--- config.mk ---
export PLATFORM = sky130hd
export DESIGN_NAME = fgem_back
export DESIGN_NICKNAME = d
export VERILOG_FILES = /design/src/hdl/fgem_pkg.sv /design/src/hdl/fgem_back.sv
export SDC_FILE = /design/constraint.sdc
export NUM_CORES = 2
export LEC_CHECK = 0
export BUFFER_PORTS_ARGS = -buffer_cell sky130_fd_sc_hd__buf_2
export CORE_ASPECT_RATIO = 0.9
export CORE_UTILIZATION = 40
export DETAILED_ROUTE_END_ITERATION = 10
export PLACE_DENSITY = 0.51
export SETUP_SLACK_MARGIN = 0.05
export SYNTH_ARGS = -nofsm -noshare
export SYNTH_HDL_FRONTEND = slang
export SYNTH_SLANG_ARGS = --single-unit
--- constraint.sdc ---
create_clock -name clk_i -period 18.83 [get_ports clk_i]
set_input_delay 2.8245 -clock clk_i [delete_from_list [all_inputs] [get_ports clk_i]]
set_output_delay 2.8245 -clock clk_i [all_outputs]
set_load 0.02 [all_outputs]
--- src/hdl/fgem_pkg.sv ---
// Package for the flow gradient edge mask: sizes, register codes, queue entry type.
// No dependencies; used by every design module of the block.
`default_nettype none

package fgem_pkg;

  localparam int unsigned MAX_WIDTH  = 2048;
  localparam int unsigned ADDR_W     = $clog2(MAX_WIDTH);
  localparam int unsigned DIM_W      = 12;
  localparam int unsigned CW         = DIM_W + 1;
  localparam int unsigned FLOW_W     = 16;
  localparam int unsigned PIX_W      = 2 * FLOW_W;
  localparam int unsigned DIFF_W     = FLOW_W + 1;
  localparam int unsigned SQ_W       = 2 * FLOW_W;
  localparam int unsigned SUM_W      = SQ_W + 2;
  localparam int unsigned THR_W      = 36;
  localparam int unsigned CFG_DATA_W = 36;
  localparam int unsigned CFG_IDX_W  = 2;
  localparam int unsigned Q_DEPTH    = 4;
  localparam int unsigned Q_PTR_W    = $clog2(Q_DEPTH);

  typedef enum logic [CFG_IDX_W-1:0] {
    CFG_FRAME_WIDTH  = 2'd0,
    CFG_FRAME_HEIGHT = 2'd1,
    CFG_THRESHOLD_SQ = 2'd2
  } cfg_idx_e;

  typedef logic signed [DIFF_W-1:0] diff_t;

  typedef struct packed {
    logic [DIM_W-1:0] frame_width;
    logic [DIM_W-1:0] frame_height;
  } fgem_dims_t;

  // One queue entry holds the results of one beat: the center column to
  // the left, and at row end also the last column (no horizontal term).
  typedef struct packed {
    logic  two;
    logic  eof;
    diff_t hx;
    diff_t hy;
    diff_t vx;
    diff_t vy;
    diff_t vx2;
    diff_t vy2;
  } fgem_entry_t;

  function automatic diff_t fdiff(input logic [FLOW_W-1:0] hi, input logic [FLOW_W-1:0] lo);
    diff_t r;
    r = $signed({hi[FLOW_W-1], hi}) - $signed({lo[FLOW_W-1], lo});
    return r;
  endfunction

endpackage

`default_nettype wire

--- src/hdl/fgem_back.sv ---
// Back end: squares the derivatives, sums them, compares with the threshold
// and holds the result beat. Depends on fgem_pkg.
`default_nettype none

module fgem_back (
  input  wire logic                     clk_i,
  input  wire logic                     rst_ni,
  input  wire logic                     q_valid_i,
  output logic                          q_ready_o,
  input  wire fgem_pkg::fgem_entry_t    q_data_i,
  input  wire logic [fgem_pkg::THR_W-1:0] thr_i,
  output logic                          out_valid_o,
  input  wire logic                     out_ready_i,
  output logic                          is_smooth_o,
  output logic                          end_of_frame_o,
  output logic                          end_of_run_o
);
  import fgem_pkg::*;

  logic              sub_q;
  logic              a_v_q, b_v_q, c_v_q;
  logic [SQ_W-1:0]   a_sq_q [4];
  logic              a_eof_q, a_eor_q, b_eof_q, b_eor_q, c_eof_q, c_eor_q;
  logic [SUM_W-1:0]  b_sum_q;
  logic              c_smooth_q;

  logic              c_rdy, b_rdy, a_rdy, take, last;
  diff_t             d [4];
  logic signed [2*DIFF_W-1:0] prod [4];

  assign c_rdy     = !c_v_q || out_ready_i;
  assign b_rdy     = !b_v_q || c_rdy;
  assign a_rdy     = !a_v_q || b_rdy;
  assign take      = q_valid_i && a_rdy;
  // second pass of a row-end entry, or a single-result entry
  assign last      = sub_q || !q_data_i.two;
  assign q_ready_o = a_rdy && last;

  always_comb begin
    if (sub_q) begin
      d[0] = '0;
      d[1] = '0;
      d[2] = q_data_i.vx2;
      d[3] = q_data_i.vy2;
    end else begin
      d[0] = q_data_i.hx;
      d[1] = q_data_i.hy;
      d[2] = q_data_i.vx;
      d[3] = q_data_i.vy;
    end
    for (int i = 0; i < 4; i++) begin
      prod[i] = d[i] * d[i];
    end
  end

  always_ff @(posedge clk_i or negedge rst_ni) begin
    if (!rst_ni) begin
      sub_q <= 1'b0;
      a_v_q <= 1'b0;
      b_v_q <= 1'b0;
      c_v_q <= 1'b0;
    end else begin
      if (take) begin
        sub_q <= !last;
      end
      if (a_rdy) begin
        a_v_q <= q_valid_i;
      end
      if (b_rdy) begin
        b_v_q <= a_v_q;
      end
      if (c_rdy) begin
        c_v_q <= b_v_q;
      end
    end
  end

  always_ff @(posedge clk_i) begin
    if (take) begin
      for (int i = 0; i < 4; i++) begin
        a_sq_q[i] <= prod[i][SQ_W-1:0];
      end
      a_eof_q <= sub_q && q_data_i.eof;
      a_eor_q <= last;
    end
    if (a_v_q && b_rdy) begin
      b_sum_q <= SUM_W'(a_sq_q[0]) + SUM_W'(a_sq_q[1])
               + SUM_W'(a_sq_q[2]) + SUM_W'(a_sq_q[3]);
      b_eof_q <= a_eof_q;
      b_eor_q <= a_eor_q;
    end
    if (b_v_q && c_rdy) begin
      c_smooth_q <= (THR_W'(b_sum_q) <= thr_i);
      c_eof_q    <= b_eof_q;
      c_eor_q    <= b_eor_q;
    end
  end

  assign out_valid_o    = c_v_q;
  assign is_smooth_o    = c_smooth_q;
  assign end_of_frame_o = c_eof_q;
  assign end_of_run_o   = c_eor_q;

endmodule

`default_nettype wire

# After elaboration in Yosys (flattened, before gate mapping)
# Memories as Yosys holds them, arrays and structs flattened.
# Index checks and enable logic that the tools add are counted.
[totals]
ff_bits = 45
latchBits = 0
ram_bits = 128
mem_bits_ro = 0
in_bits = 144
out_inout_bits = 5
word_cells = 38
n_memories = 1
[mem_list]
columns = ["name", "words", "word_bits", "rd", "rd_clocked_by_memory_dff", "write_ports", "line", "text"]
rows = [
  ["a_sq_q", 4, 32, 4, 0, 4, "fgem_back.sv:22", "logic [SQ_W-1:0] a_sq_q [4];"],
]
[op_classes]
n_addsub = 3
multipliers = 4
div_mod_pow = 0
order_cmp = 1
n_eq_ne = 0
n_shift = 0
mux = 3
bitwise_logic = 0
n_reduce_logical = 14
[op_table]
columns = ["cell", "count"]
rows = [
  ["multiplier 17 x 17 -> 32 bit", 4],
  ["two-way mux 68 bit", 1],
  ["less-or-equal comparator 34 x 36 -> 1 bit", 1],
  ["adder 33 x 32 -> 34 bit", 1],
  ["adder 34 x 32 -> 34 bit", 1],
  ["adder 32 x 32 -> 33 bit", 1],
  ["logical AND 1 bit", 5],
  ["logical NOT 1 bit", 5],
  ["logical OR 1 bit", 4],
  ["two-way mux 1 bit", 2],
]

# Longest topological paths before layout
[logic_depth]
ltp_word = 7
depth_mapped = 29
ltp_nobuf = 25

# Worst setup path after synthesis
# No wires, ideal clock.
[synth_path]
path_type = "in2reg"
startpoint = "in q_data_i[20] (netlist name)"
endpoint = "mem a_sq_q[2][31] (netlist name) (data pin)"
setup_time_ns = 0.260
arrival_time_ns = 8.796
required_ns = 18.570
path_slack_ns = 9.774
stages = 19
n_path_buf = 0
path_cell_list = "mux2i_1 clkinv_1 nand2_1 inv_1 fa_1 inv_1 fa_1 inv_1 fa_1 fa_1 fa_1 fa_1 ha_1 a2111oi_0 o21ai_0 a221oi_1 a31oi_4 a31oi_1 xnor2_1"
[synth_lines]
columns = ["element", "line", "text"]
rows = [
  ["start, declared", "fgem_back.sv:10", "input wire fgem_pkg::fgem_entry_t q_data_i,"],
  ["end, declared", "fgem_back.sv:22", ""],
]

==> results_dict.tcl <==
set metrics [dict create \
    nets 6479 \
    grt_util_all_layers_pct 20.3 \
    holdPathEnd "end_of_run_o" \
    antenna_left 0 \
    firstDrtPassIters 5 \
    die_height_um 326 \
    routed_wl_um 113000 \
    cts_tree "done" \
    dpl_cell_area_mm2 0.0491 \
    yosys_warnings 0 \
    via_count 30900 \
    root_buffer "clkbuf_16" \
    grt_max_degree 84 \
    wl_per_cell_um 17.7 \
    syn_inst 4749 \
    cp-start-kind "primary input" \
    holdPathStages 0 \
    port_buffers 148 \
    synth_top_cell_area_share_pct 46.6 \
    relSlewSlack_pct 19.1 \
    synth.avg_cell_area_um2 9.80 \
    via_per_inst 4.84 \
    gp_congestion 0.837 \
    cts_resized 0 \
    synthSimpleGateAreaFrac_pct 9.53 \
    synth_top_family_by_area "adder cells" \
    antenna_found_initial 2 \
    overflow 0 \
    grt_pass1_wl_um 186000 \
    synth_edf_count 165 \
    start_util_pct 40.4 \
    postCtsSetupBuffers 0 \
    min_from "b_eor_q" \
    drtIter0Drc 1657 \
    synthXorXnorAreaFrac_pct 3.75 \
    synth.top_cells.by_count "inv_1 (1398), fa_1 (1082), ha_1 (385)" \
    drive_gt1_share_pct 5.59 \
    synthesis.area_mm2 0.0465 \
    io_pins 149 \
    hp-class "flop to flop" \
    reg2reg_setup_slack_ps 10020 \
    cts_sinks 169 \
    yosysUniqueCellTypes 85 \
    hold_buffers 0 \
    maxCapViolations 0 \
    stdcell_area_mm2 0.0497 \
    fill_cells 11400 \
    cp.required_ps 19020 \
    hold_viol 0 \
    hpwl_um 99200 \
    synthMuxAreaShare_pct 0.931 \
    cts_buffers 17 \
    hold_ws_ps 421 \
    rows 118 \
    seq_area_frac_synth_pct 10.9 \
    area_delta_synth_final_pct 6.83 \
    synth_seq_cells 169 \
    dieArea_mm2 0.118 \
    final-setup-viol-count 0 \
    finalCritPeriodShare_pct 52.3 \
    min_period_ps 9850 \
    cts.reportedPaths.clkPinSlew_ps 70 \
    async_flop_share_pct 2.37 \
    rsz0062_at_grt "false" \
    insertion_delay_ps 450 \
    cp-end-kind "flop" \
    crit_arrival_ps 10040 \
    diodes 0 \
    placed_cells 6349 \
    r2r_end "a_sq_q[2][25]" \
    ys.flop_type "edfxtp_1" \
    crit_type "primary input to flop" \
    grt_pass1_vias 33800 \
    layout.cells.non_filler 6381 \
    rr_startpoint "sub_q" \
    cts.path.max_buffers 2 \
    chipWidth_um 361 \
    status "finished, final reports clean" \
    synth_fa_ha_area_share_pct 56.9 \
    synthTopCellsByArea "fa_1 (47%), inv_1 (11%), edfxtp_1 (11%)" \
    drv_slew 0 \
    crit_start "q_data_i[21]" \
    post-synth-top-count-cell "inv_1" \
    synth_largest_area_cell "fa_1" \
    r2r_cells 24 \
    max_freq_ghz 0.101 \
    coreArea_mm2 0.115 \
    drc 0 \
    synth-compound-area-share_pct 5.81 \
    skew_ps 15.5 \
    worst_slew_pin_slew_ps 1180 \
    fin_tns_setup_ps 0 \
    critPathMaxFanout 11 \
    htreeDepth 4 \
]
-- through the flow --
stage	setup WS [ps]	util, %
after floorplan	9770	-
after global placement	8840	42.7
final	8980	43.2
after global routing	8670	43.2
after detailed placement	8630	42.7
after CTS	9100	43.2
-- layer usage --
layer,GRT usage [%],vias up,wire (µm)
li1,-,14400,-
met1,29.1,15900,53100
met2,33.6,559,53900
met3,2.57,74,4750
met4,2.88,0,1490
met5,0,-,0
-- layout by cell type (no fill, tap or decap), drive strengths merged, types with 17 or more instances in the layout --
cell | Yosys | routed
nand2b | 29 | 29
edfxtp | 165 | 165
buf | 18 | 190
a21o | 60 | 60
and2 | 122 | 122
nand4 | 21 | 21
o21a | 22 | 22
fa | 1082 | 1082
nand2 | 384 | 384
nor3 | 32 | 32
o21ai | 67 | 67
mux2i | 32 | 32
a31oi | 19 | 19
a21oi | 102 | 102
and3 | 17 | 17
inv | 1399 | 1405
xnor2 | 144 | 144
ha | 385 | 385
nand3 | 27 | 27
nor2 | 258 | 258
nor2b | 52 | 52
clkinv | 16 | 21
xor2 | 55 | 55
clkbuf | 73 | 18
o21bai | 19 | 19
-- worst max-delay path by stage --
stage                    end  depth (start not counted)  slack (ps)
6_report       a_sq_q[2][25]                         24        8980
5_1_grt        a_sq_q[2][25]                         24        8670
4_1_cts        a_sq_q[2][25]                         24        9100
3_5_place_dp   a_sq_q[2][25]                         24        8630
3_3_place_gp   a_sq_q[2][25]                         24        8840
2_1_floorplan  a_sq_q[2][31]                         19        9770
-- state kept, by name, summed over array words and instances (netlist names) --
register and flops:
a_v_q 1, a_eor_q 1, b_v_q 1, sub_q 1, end_of_run_o 1, out_valid_o 1, a_eof_q 1, is_smooth_o 1
b_eof_q 1, b_sum_q 34, end_of_frame_o 1, b_eor_q 1, a_sq_q 124
-- critical path, stage by stage --
cell and delay [ps]:
buf_2 90, mux2i_1 800, inv_1 540, nand2_1 290
inv_1 90, fa_1 540, inv_1 60, fa_1 500
fa_1 510, inv_1 50, fa_1 440, fa_1 510
inv_1 50, fa_1 470, inv_1 40, ha_1 340
a2111oi_0 490, o21ai_0 180, a41o_1 290, a221oi_1 390
o21ai_1 130, a31oi_1 200, o21bai_1 90, xor2_1 140
-- cell families after synthesis --
group / Yosys count
AOI/OAI and AO/OA: 394
xor gates and xnor gates: 199
adders and majority gates: 1467
buffers and inverters: 1506
DFF: 169
muxes: 42
other: 2
and+or+nand+nor: 970
-- area by class of cell --
| cell class | instances | area (µm²) | area share [%] |
|---|---|---|---|
| Clock buffer | 18 | 439 | 0.884 |
| Clock inverter | 14 | 136 | 0.274 |
| Inverter | 1415 | 5310 | 10.7 |
| Multi-Input combinational cell | 3075 | 35800 | 72.1 |
| Sequential cell | 169 | 5060 | 10.2 |
| Tap cell | 1500 | 1880 | 3.78 |
| Timing Repair Buffer | 190 | 1060 | 2.12 |
Power is not shown: default switching activity piles up to over one toggle a cycle in this logic, so the estimate is an artifact.
