**config.mk**
```make
export PLATFORM = sky130hd
export DESIGN_NAME = fgem_queue
export DESIGN_NICKNAME = d
export VERILOG_FILES = /design/src/hdl/fgem_pkg.sv /design/src/hdl/fgem_queue.sv
export SDC_FILE = /design/constraint.sdc
export NUM_CORES = 1
export LEC_CHECK = 0
export BUFFER_PORTS_ARGS = -buffer_cell sky130_fd_sc_hd__clkbuf_2
export CAP_MARGIN = 20
export CORE_ASPECT_RATIO = 1.1
export CORE_UTILIZATION = 33
export CTS_CLUSTER_DIAMETER = 50
export DETAILED_ROUTE_END_ITERATION = 8
export PLACE_DENSITY = 0.54
export SLEW_MARGIN = 10
export SYNTH_ARGS = -nofsm -noshare
export SYNTH_HDL_FRONTEND = slang
export SYNTH_SLANG_ARGS = --single-unit
```
**constraint.sdc**
```tcl
create_clock -name clk_i -period 7.6 [get_ports clk_i]
set_input_delay 0.76 -clock clk_i [delete_from_list [all_inputs] [get_ports clk_i]]
set_output_delay 0.76 -clock clk_i [all_outputs]
set_load 0.005 [all_outputs]
```
**src/hdl/fgem_pkg.sv**
```systemverilog
// Package for the flow gradient edge mask: sizes, register codes, queue entry type.
// No dependencies; used by every design module of the block.
`default_nettype none

package fgem_pkg;

  localparam int unsigned MAX_WIDTH  = 2048;
  localparam int unsigned ADDR_W     = $clog2(MAX_WIDTH);
  localparam int unsigned DIM_W      = 12;
  localparam int unsigned CW         = DIM_W + 1;
  localparam int unsigned FLOW_W     = 16;
  localparam int unsigned PIX_W      = 2 * FLOW_W;
  localparam int unsigned DIFF_W     = FLOW_W + 1;
  localparam int unsigned SQ_W       = 2 * FLOW_W;
  localparam int unsigned SUM_W      = SQ_W + 2;
  localparam int unsigned THR_W      = 36;
  localparam int unsigned CFG_DATA_W = 36;
  localparam int unsigned CFG_IDX_W  = 2;
  localparam int unsigned Q_DEPTH    = 4;
  localparam int unsigned Q_PTR_W    = $clog2(Q_DEPTH);

  typedef enum logic [CFG_IDX_W-1:0] {
    CFG_FRAME_WIDTH  = 2'd0,
    CFG_FRAME_HEIGHT = 2'd1,
    CFG_THRESHOLD_SQ = 2'd2
  } cfg_idx_e;

  typedef logic signed [DIFF_W-1:0] diff_t;

  typedef struct packed {
    logic [DIM_W-1:0] frame_width;
    logic [DIM_W-1:0] frame_height;
  } fgem_dims_t;

  // One queue entry holds the results of one beat: the center column to
  // the left, and at row end also the last column (no horizontal term).
  typedef struct packed {
    logic  two;
    logic  eof;
    diff_t hx;
    diff_t hy;
    diff_t vx;
    diff_t vy;
    diff_t vx2;
    diff_t vy2;
  } fgem_entry_t;

  function automatic diff_t fdiff(input logic [FLOW_W-1:0] hi, input logic [FLOW_W-1:0] lo);
    diff_t r;
    r = $signed({hi[FLOW_W-1], hi}) - $signed({lo[FLOW_W-1], lo});
    return r;
  endfunction

endpackage

`default_nettype wire

```
**src/hdl/fgem_queue.sv**
```systemverilog
// Short queue between the front and back ends, in flops.
// Depends on fgem_pkg.
`default_nettype none

module fgem_queue (
  input  wire logic                  clk_i,
  input  wire logic                  rst_ni,
  input  wire logic                  push_valid_i,
  output logic                       push_ready_o,
  input  wire fgem_pkg::fgem_entry_t push_data_i,
  output logic                       pop_valid_o,
  input  wire logic                  pop_ready_i,
  output fgem_pkg::fgem_entry_t      pop_data_o
);
  import fgem_pkg::*;

  fgem_entry_t        slot_q [Q_DEPTH];
  logic [Q_PTR_W-1:0] wp_q, rp_q;
  logic [Q_PTR_W:0]   cnt_q;
  logic               push, pop;

  assign push_ready_o = (cnt_q != (Q_PTR_W+1)'(Q_DEPTH));
  assign pop_valid_o  = (cnt_q != '0);
  assign push         = push_valid_i && push_ready_o;
  assign pop          = pop_valid_o && pop_ready_i;
  assign pop_data_o   = slot_q[rp_q];

  always_ff @(posedge clk_i or negedge rst_ni) begin
    if (!rst_ni) begin
      wp_q  <= '0;
      rp_q  <= '0;
      cnt_q <= '0;
    end else begin
      if (push) begin
        wp_q <= wp_q + Q_PTR_W'(1);
      end
      if (pop) begin
        rp_q <= rp_q + Q_PTR_W'(1);
      end
      if (push && !pop) begin
        cnt_q <= cnt_q + (Q_PTR_W+1)'(1);
      end else if (pop && !push) begin
        cnt_q <= cnt_q - (Q_PTR_W+1)'(1);
      end
    end
  end

  always_ff @(posedge clk_i) begin
    if (push) begin
      slot_q[wp_q] <= push_data_i;
    end
  end

endmodule

`default_nettype wire

```
Word level (Yosys, flattened, before mapping)
Memories as Yosys holds them, arrays and structs flattened.
Index checks and enable logic that the tools add are counted.
{"block": "classes", "n_eq_ne": 1, "add_sub_neg": 4, "mux": 4, "n_reduce_logical": 8}
{"cell": "$mux W3", "n": 2}
{"cell": "$add A2 B1 Y2 const B", "n": 2}
{"cell": "$logic_and A1 B1 Y1", "n": 4}
{"cell": "$add A3 B1 Y3 const B", "n": 1}
{"cell": "$ne A3 B3 Y1 const B", "n": 1}
{"cell": "$reduce_bool A3 Y1", "n": 1}
{"cell": "$sub A3 B1 Y3 const B", "n": 1}
{"cell": "$logic_not A1 Y1", "n": 2}
{"cell": "$mux W1", "n": 2}
{"cell": "$reduce_bool A2 Y1", "n": 1}
{"block": "totals", "mem_count": 1, "elab_cells": 21, "out_inout_bits": 106, "ramBits": 416, "inputBits": 108, "register_bits": 7}
{"memory": "slot_q", "words": 4, "word_bits": 104, "rd": 1, "rd_clocked_by_memory_dff": 0, "write_ports": 1, "line_no": "fgem_queue.sv:17", "text": "fgem_entry_t slot_q [Q_DEPTH];"}

Longest topological paths before layout
Gate-level depths: netlist (run 1).
{"block": "logic_depth", "ltp_word": 6, "mapped_depth": 8}

Least setup slack after synthesis (run 1)
Ideal clock, no wire load.
{"block": "synth_timing", "path_type": "input to register", "startpoint": "input port push_valid_i", "endpoint": "memory slot_q[0][0] in the netlist's numbering, enable pin", "n_path_buf": 0, "arrival_ps": 3469, "required_ps": 7125, "setup_ps": 475, "slack_ps": 3657, "cell_stages": 2, "cell_sequence": "a21boi_2 -> and2_1"}
{"block": "synth_between", "elab_chain_cells": 3}
{"item": "start, declared", "line_no": "fgem_queue.sv:8", "text": "input wire logic push_valid_i,"}
{"item": "$logic_and A1 B1 Y1", "line_no": "fgem_queue.sv:24", "text": "assign push = push_valid_i && push_ready_o;"}
{"item": "$mux W1", "line_no": "fgem_queue.sv:49", "text": "if (push) begin"}
{"item": "$mux W1 (not written as such)", "line_no": "fgem_queue.sv:50", "text": "slot_q[wp_q] <= push_data_i;"}
{"item": "end, declared", "line_no": "fgem_queue.sv:17"}
No other way between the ends.

==> results of run 1 <==
## layout by cell type, fill, tap and decap left out, types with 3 or more instances in the layout
| master | n |
|---|---|
| clkbuf_16 | 51 |
| ha_1 | 5 |
| clkinvlp_4 | 4 |
| clkinv_2 | 6 |
| clkbuf_1 | 11 |
| inv_6 | 3 |
| mux4_2 | 104 |
| xnor2_1 | 4 |
| dfrtp_1 | 5 |
| clkbuf_2 | 213 |
| edfxtp_1 | 416 |
| clkinv_1 | 9 |
| buf_4 | 5 |
| inv_1 | 3 |
| and2_4 | 4 |
## cells by family after synthesis
| family | Yosys count | synth area share |
|---|---|---|
| and+or+nand+nor | 10 | 0.00333 |
| buffers and inverters | 27 | 0.0114 |
| DFF | 423 | 0.822 |
| adders and majority gates | 6 | 0.00536 |
| xor gates and xnor gates | 6 | 0.00341 |
| AOI/OAI and AO/OA | 1 | 0.000731 |
| muxes | 106 | 0.154 |
## flip-flops by register name (all words and copies together) (netlist names)
name and cells:
slot_q 416, rp_q 2, cnt_q 3, wp_q 2
## report_power, final
group	leakage, nW	switching [mW]	internal [mW]
clock network	0.745	0.916	1.30
registers	3.89	0.234	3.09
logic	1.70	0.896	0.896
## worst max-delay path, delay by kind of cell, from the launching register on
family	cells	cell delay, ns
mux	1	0.43
buf+inv	2	0.92
flops	1	1.09
## final cells by class
| cell class | count | share of cell area |
|---|---|---|
| well taps | 588 | 0.0394 |
| inverters | 3 | 0.000603 |
| flip-flops and latches | 423 | 0.679 |
| multi-input cells | 129 | 0.138 |
| clock buffers | 62 | 0.0706 |
| clock inverters | 28 | 0.0122 |
| repair buffers | 220 | 0.0607 |
## worst paths after layout
check                                  to  cells past startpoint            start
setup / recovery           pop_data_o[84]                      3          rp_q[1]
min in group asynchronous        cnt_q[2]                      2           rst_ni
setup reg to reg            slot_q[1][48]                      4         cnt_q[0]
max in group asynchronous         rp_q[1]                      2           rst_ni
hold / removal              slot_q[2][51]                      1  push_data_i[51]
hold reg to reg                  cnt_q[2]                      1         cnt_q[2]
## per-stage QoR
step	std cells	hold WS, ns	setup slack (ns)	power [mW]	area (sq um)
6_report	1453	0.410	3.79	7.34	18700
5_1_grt	1453	0.361	3.63	7.71	18700
4_1_cts	1453	0.355	3.67	7.51	18700
3_5_place_dp	1362	0.526	4.27	5.25	17100
3_3_place_gp	1362	0.520	4.27	5.23	17100
2_1_floorplan	579	0.464	3.66	4.47	15400
## per-layer routing
layer	track usage	share of wire
met3	0.0518	0.079
met1	0.159	0.42
met4	0.0370	0.021
met2	0.208	0.48
met5	0	0.00099
==> results.md, run 1 <==
- Slew Viols, Final: 0
- Remaining antenna violation count: 0
- Final setup viols: 0
- Clock Latency Late Sink: 0.56 ns
- Fin. Hold Viols: 0
- Number of port buffers: 213
- R2r setup slk: 4.71 ns
- Area grow syn2layout: 21.2%
- Cell type of the slowest stage on the worst timing path: dfrtp_4
- Largest net degree at the start of global routing: 71
- WP data arrival: 3.05 ns
- Leakage: 6.34 nW
- Setup crit start kind: register
- CTS tree: built
- CTS Sinks: 423
- Sequential share of the synthesized area: 0.822
- Htree depth: 2
- GPL Wtd Cong: 0.673
- Synth top cells by count: 416 x edfxtp_1, 104 x mux4_2, 13 x buf_2
- Die X: 208 microns
- Fmax achieved: 0.263 GHz
- Total Routing Usage GR: 0.129
- Synth area leaders: edfxtp_1 81%, mux4_2 15%, dfrtp_1 1.1%
- Placeable core area: 0.0459 sq mm
- Post-Route Utilization: 0.407
- Iteration-0 DRC Markers: 259
- Number of global-route vias before repair: 7491
- Final setup skew: 0.0153 ns
- Post-CTS Setup Inserts: 0
- Top-count cell post-synth: edfxtp_1
- ANT cells: 0
- Post_cts resized: 0
- Worst setup path category: reg -> out
- EDFF count, synth: 416
- DPL Wire Length: 16700 microns
- Setup TNS: 0 ns
- Core Rows: 82
- FILL cells: 4019
- Proportion of layout cells with a drive suffix above 1: 0.465
- Status: finished clean
- Clk slew on worst S/H paths: 0.06 ns
- Yosys reg bits: 423
- Reg area: 0.0127 sq mm
- Reported max-cap violation count: 0
- Starting Density: 0.336
- Power per Cell Area: 393 mW/mm^2
- CP max FO: 58
- Mapped Area: 0.0154 sq mm
- Initial antenna violation count: 2
- # IOs: 214
- Die Area: 0.0476 sq mm
- Relative slew slack: 0.330
- Crit share post-route: 0.501
- First-pass GRT wire length: 45600 microns
- Hold Crit Class: in -> reg
- Min Tclk post-route: 3.81 ns
- Synth area leader: edfxtp_1
- DRC Markers: 0
- Drt pass-1 iters: 4
- Synth async-reset ratio: 0.0165
- Top FF cell, synth: edfxtp_1
- Yosys warning count: 0
- RSZ-0062 raised after global routing: false
- Net count, final: 941
- Crit path largest cell delay: 1.09 ns
- CTS Root Cell: clkbuf_16
- DR WL/cell: 20.8 microns
- Die Ht: 229 microns
- Post-synthesis instance total: 579
- Vias/cell: 4.67
- Share of the synthesized area in the top cell type: 0.811
- Crit end category: output pin
- Worst EP required: 6.84 ns
- Total clock buffers created by CTS: 50
- Via count: 6791
- Syn avg cell area: 26.6 sq um
- Detailed Route WL: 30200 microns
- Post-synthesis cell type count: 20
- Syn Nets: 693
- Multi-input gate area in the final layout: 0.00257 sq mm
- Hold buffer count at cts: 1
- Worst VDD drop: 268 uV
- CP cell instances: buf_4 -> mux4_2 -> clkbuf_2
- GRT overflow: 0
- Slew @ Worst Pin: 1.01 ns
- CTS Buffer Depth: 3
No activity file was read; power rests on OpenSTA's default activity.
==> run 2: changes to the inputs <==
- PLACE_DENSITY: 0.54 -> 0.56
- clock period: 7.6 -> 3.33 ns (I/O delays scaled with it)
==> run 2 against run 1 <==
Effect of this change: sequential share of layout area is 4.3 points lower; clock skew shrank 0.00095 ns; final area increased by 6.7%; hold slack lost 0.36 ns.
==> results.md, run 2 (same netlist as run 1, synthesis figures left out) <==
- Status: finished clean
- Slew @ Worst Pin: 0.585 ns
- Number of port buffers: 213
- Clock Latency Late Sink: 0.58 ns
- RSZ-0062 raised after global routing: false
- WP data arrival: 2.35 ns
- Total Routing Usage GR: 0.134
- Power per Cell Area: 860 mW/mm^2
- Most crowded layer after global routing: met2
- P_int: 12.3 mW
- R2r setup slk: 1.23 ns
- Worst setup path category: reg -> out
- Non-Filler Instances: 1568
- Total design power: 17.1 mW
- Met3 Use GR: 0.0389
- Leakage: 6.87 nW
- Clk slew on worst S/H paths: 0.06 ns
- Worst Hold End: rp_q[0]
- Reg2reg path depth: 4
- CTS Root Cell: clkbuf_16
- Worst flop-to-flop path endpoint: slot_q[2][50]
- Setup crit start kind: register
- Starting Density: 0.336
- Leading cell type in the layout, fill and taps excluded: edfxtp_1
- CP bufs+invs: 2
- Sequential Power Share: 0.432
- Post-CTS Setup Inserts: 0
- Hold path startpoint: pop_ready_i
- Comb power frac: 0.266
- Most frequent cells in the layout: 416 x edfxtp_1, 213 x clkbuf_2, 105 x dlygate4sd3_1, 104 x mux4_2, 50 x clkbuf_16
- CP top delay family: flip-flops
- Sw power: 4.80 mW
- Area grow syn2layout: 29.4%
- Hold buffer count at cts: 105
- Total clock buffers created by CTS: 50
- Clk pwr share: 0.302
- Setup TNS: 0 ns
- GRT met2 Usage: 0.235
- Htree depth: 2
- Core Rows: 82
- Net Sw Frac: 0.280
- First-pass GRT wire length: 48000 microns
- Fin. Hold Viols: 0
- Detailed Route WL: 31200 microns
- Iteration-0 DRC Markers: 293
- CTS Buffer Depth: 3
- DPL Wire Length: 18200 microns
- Hold Crit Class: in -> reg
- Hold Path Cell Cnt: 3
- GPL Wtd Cong: 0.675
- Cell type of the slowest stage on the worst timing path: dfrtp_4
- Post_cts resized: 0
- Relative slew slack: 0.610
- Die Ht: 229 microns
- Placed insts: 1370
- Crit path largest cell delay: 0.63 ns
- # IOs: 214
- Proportion of layout cells with a drive suffix above 1: 0.418
- Net count, final: 1053
- Placeable core area: 0.0459 sq mm
- Max reg flops: 416
- Reg2reg start: cnt_q[0]
- DR WL/cell: 19.9 microns
- DRC Markers: 0
- CTS Sinks: 423
- ANT cells: 0
- Final setup viols: 0
- Crit end category: output pin
- Fmax achieved: 0.373 GHz
- Post-Route Utilization: 0.435
- Drt pass-1 iters: 4
- Die X: 208 microns
- Vias/cell: 4.64
- Die Area: 0.0476 sq mm
- Initial antenna violation count: 1
- Via count: 7280
- CTS tree: built
- CP cell instances: buf_4 -> mux4_2 -> clkbuf_2
- Worst VDD drop: 516 uV
- Slew Viols, Final: 0
- Final setup skew: 0.0144 ns
- Number of global-route vias before repair: 8253
- Remaining antenna violation count: 0
- Largest net degree at the start of global routing: 63
- Largest regs: slot_q (416), cnt_q (3)
- Largest reg by FF count: slot_q
- CP max FO: 17
- Min Tclk post-route: 2.68 ns
- Met1 Use GR: 0.158
- Worst EP required: 3.00 ns
- Reported max-cap violation count: 0
- GRT overflow: 0
- Crit share post-route: 0.805
run 2: cell types whose count changed in the layout (fill, tap and decap cells not counted), moves of 2 or more:
cell           before  now
dlygate4sd3_1       1  105
clkbuf_1           11    9
buf_12              1   11
inv_6               3    5
clkinv_1            9   14
buf_4               5    3
clkinvlp_4          4    1
run 2: layout make-up:
class	instances	area, sq um
repair buffers	332	2360
multi-input cells	129	2570
fillers	3974	25900
well taps	588	736
flip-flops and latches	423	12700
clock buffers	59	1280
inverters	3	11.3
clock inverters	34	294
run 2: stage by stage:
stage          instance area [sq um]  hold WS, ns  worst slack [ns]
4_1_cts                        19900      0.00356             0.531
3_5_place_dp                   17300        0.184              1.15
3_3_place_gp                   17300        0.184              1.15
2_1_floorplan                  15400       0.0374             0.823
6_report                       19900       0.0467             0.651
5_1_grt                        19900       0.0388             0.481
run 2: worst reg2reg max path, delay by kind of cell (launching register included):
kind                   cells  cell delay, ns
AO/OA/AOI/OAI              1            0.33
buffers and inverters      1            0.34
AND/OR/NAND/NOR            2            0.68
flip-flops                 1            0.41
run 2: worst max-delay path by stage:
stage,slack [ns],from,to,cells past startpoint
global placement,1.15,cnt_q[0],slot_q[3][46],4
detailed placement,1.15,cnt_q[0],slot_q[2][30],4
global route,0.48,rp_q[0],pop_data_o[13],3
finish,0.65,rp_q[0],pop_data_o[82],3
floorplan,0.82,cnt_q[0],slot_q[0][0],3
CTS,0.53,rp_q[0],pop_data_o[13],3
run 2: layer usage:
metal	vias to the layer above	wire (microns)
met2	169	16100
met1	3811	12700
met5	-	13
li1	3241	-
met4	2	670
met3	57	1680
run 2: power by group through the flow:
stage	clock (mW)	sequential, mW	combinational (mW)
6_report	5.18	7.41	4.55
5_1_grt	5.53	7.51	4.96
4_1_cts	5.34	7.43	4.74
3_5_place_dp	0	7.54	4.63
3_3_place_gp	0	7.49	4.62
2_1_floorplan	0	7.33	2.81
==> run 3: changes to the inputs <==
- clock period: 3.33 -> 2.4 ns (I/O delays scaled with it)
==> run 3 against run 2 <==
Effect of this change: flip-flop and latch count unchanged; largest power group unchanged; highest routed layer unchanged; first-iteration DRC count is 4.1% lower; die area unchanged; count of clock-buffer cells in the layout is the same; critical endpoint is now pop_data_o[52].
==> results.md, run 3 (same netlist as run 1, synthesis figures left out) <==
- # IOs: 214
- Largest regs: slot_q (416), cnt_q (3)
- Crit path largest cell delay: 0.55 ns
- GRT overflow: 0
- Relative slew slack: 0.687
- CP max FO: 19
- RSZ-0062 raised after global routing: false
- Min Tclk post-route: 2.31 ns
- Clk slew on worst S/H paths: 0.06 ns
- Clock Latency Late Sink: 0.57 ns
- Die Ht: 229 microns
- First-pass GRT wire length: 47800 microns
- Leakage: 6.90 nW
- Fmax achieved: 0.433 GHz
- Vias/cell: 4.66
- Iteration-0 DRC Markers: 281
- Die X: 208 microns
- Max reg flops: 416
- Proportion of layout cells with a drive suffix above 1: 0.424
- Core Rows: 82
- Cell type of the slowest stage on the worst timing path: mux4_2
- Worst EP required: 2.16 ns
- CP top delay family: multiplexers
- Status: finished clean
- Sw power: 6.55 mW
- Starting Density: 0.336
- CP bufs+invs: 3
- Initial antenna violation count: 2
- ANT cells: 0
- Net Sw Frac: 0.278
- CP cell instances: buf_4 -> buf_12 -> mux4_2 -> clkbuf_2
- Reported max-cap violation count: 0
- Area grow syn2layout: 29.8%
- Total Routing Usage GR: 0.133
- Comb power frac: 0.286
- Largest net degree at the start of global routing: 70
- Setup crit start kind: register
- Number of global-route vias before repair: 8132
- Via count: 7338
- Fin. Hold Viols: 0
- DRC Markers: 0
- Net count, final: 1064
- Number of port buffers: 213
- Clk pwr share: 0.284
- CTS Sinks: 423
- Total clock buffers created by CTS: 46
- Htree depth: 2
- Drt pass-1 iters: 4
- Remaining antenna violation count: 0
- Placeable core area: 0.0459 sq mm
- Final setup skew: 0.0181 ns
- Sequential Power Share: 0.429
- Crit end category: output pin
- Worst setup path category: reg -> out
- CTS tree: built
- Power per Cell Area: 1180 mW/mm^2
- Largest reg by FF count: slot_q
- Leading cell type in the layout, fill and taps excluded: edfxtp_1
- CTS Root Cell: clkbuf_16
- Reg2reg path depth: 8
- Cell depth of the worst setup path: 4
- Non-Filler Instances: 1574
- Total design power: 23.6 mW
- P_int: 17.0 mW
- Worst VDD drop: 687 uV
- Slew Viols, Final: 0
- Final setup viols: 0
- GPL Wtd Cong: 0.684
- Slew @ Worst Pin: 0.470 ns
- Crit share post-route: 0.962
- Hold Crit Class: in -> async
- CTS Buffer Depth: 3
- Most frequent cells in the layout: 416 x edfxtp_1, 213 x clkbuf_2, 106 x dlygate4sd3_1, 104 x mux4_2, 46 x clkbuf_16
- DPL Wire Length: 18300 microns
- Detailed Route WL: 31000 microns
- Placed insts: 1381
- WHS: 0.0696 ns
- Die Area: 0.0476 sq mm
- DR WL/cell: 19.7 microns
- WP data arrival: 2.07 ns
run 3: cell types whose count changed in the layout (fill, tap and decap cells not counted), sizes merged:
cell         previous run  this run
buf                    14        28
clkinv                 22        14
clkinvlp                1         2
dlygate4sd3           105       106
inv                    11         9
run 3: power groups by stage:
stage | Clock [mW] | Combinational [mW] | Sequential [mW]
5_1_grt | 7.23 | 7.36 | 10.2
3_3_place_gp | 0 | 6.67 | 10.3
4_1_cts | 6.95 | 6.99 | 10.2
2_1_floorplan | 0 | 3.90 | 10.2
6_report | 6.71 | 6.75 | 10.1
3_5_place_dp | 0 | 6.68 | 10.4
run 3: per-layer routing:
layer  vias up  global-route usage  share of wire
li1       3258                   -              -
met1      3845               0.161           0.41
met2       178               0.226           0.51
met3        53              0.0405          0.060
met4         4              0.0419          0.022
met5         -                   0        0.00090
run 3: cell type report:
cell class              count  area [sq um]
flip-flops and latches    423         12700
multi-input cells         129          2570
well taps                 588           736
clock inverters            25           241
fillers                  3958         25900
clock buffers              59          1200
inverters                   3          11.3
repair buffers            347          2560
run 3: worst reg2reg max path, delay by kind of cell (launching register included):
kind	cells	cell delay, ns
flip-flops	1	0.42
adder cells (fa/ha/maj)	2	0.58
XOR/XNOR	2	0.33
buffers and inverters	1	0.06
AND/OR/NAND/NOR	3	0.67
run 3: what timing repair did:
action,CTS,global route
hold endpoints to repair,425,0
buffers inserted,3,0
endpoints found under the setup margin,68,3
gates resized for setup,1,2
hold buffers,106,0
run 3: path summary, 6_finish.rpt:
| path | from | endpoint | slack (ns) |
|---|---|---|---|
| setup reg to reg | cnt_q[1] | cnt_q[2] | 0.27 |
| setup / recovery | rp_q[0] | pop_data_o[52] | 0.09 |
| hold reg to reg | cnt_q[2] | cnt_q[2] | 0.53 |
| max in group asynchronous | rst_ni | rp_q[0] | 2.14 |
| hold / removal | rst_ni | cnt_q[0] | 0.07 |
| min in group clk_i | push_valid_i | wp_q[0] | 0.16 |
run 3: metrics by stage:
stage | setup WS (ns) | cell area (sq um) | util | TNS [ns]
finish | 0.0915 | 20000 | 0.436 | 0
global route | 0.00133 | 20000 | 0.436 | 0
detailed placement | 0.293 | 17400 | 0.380 | 0
floorplan | -0.107 | 15400 | - | -44.62
CTS | 0.0278 | 20000 | 0.436 | 0
global placement | 0.357 | 17400 | 0.380 | 0
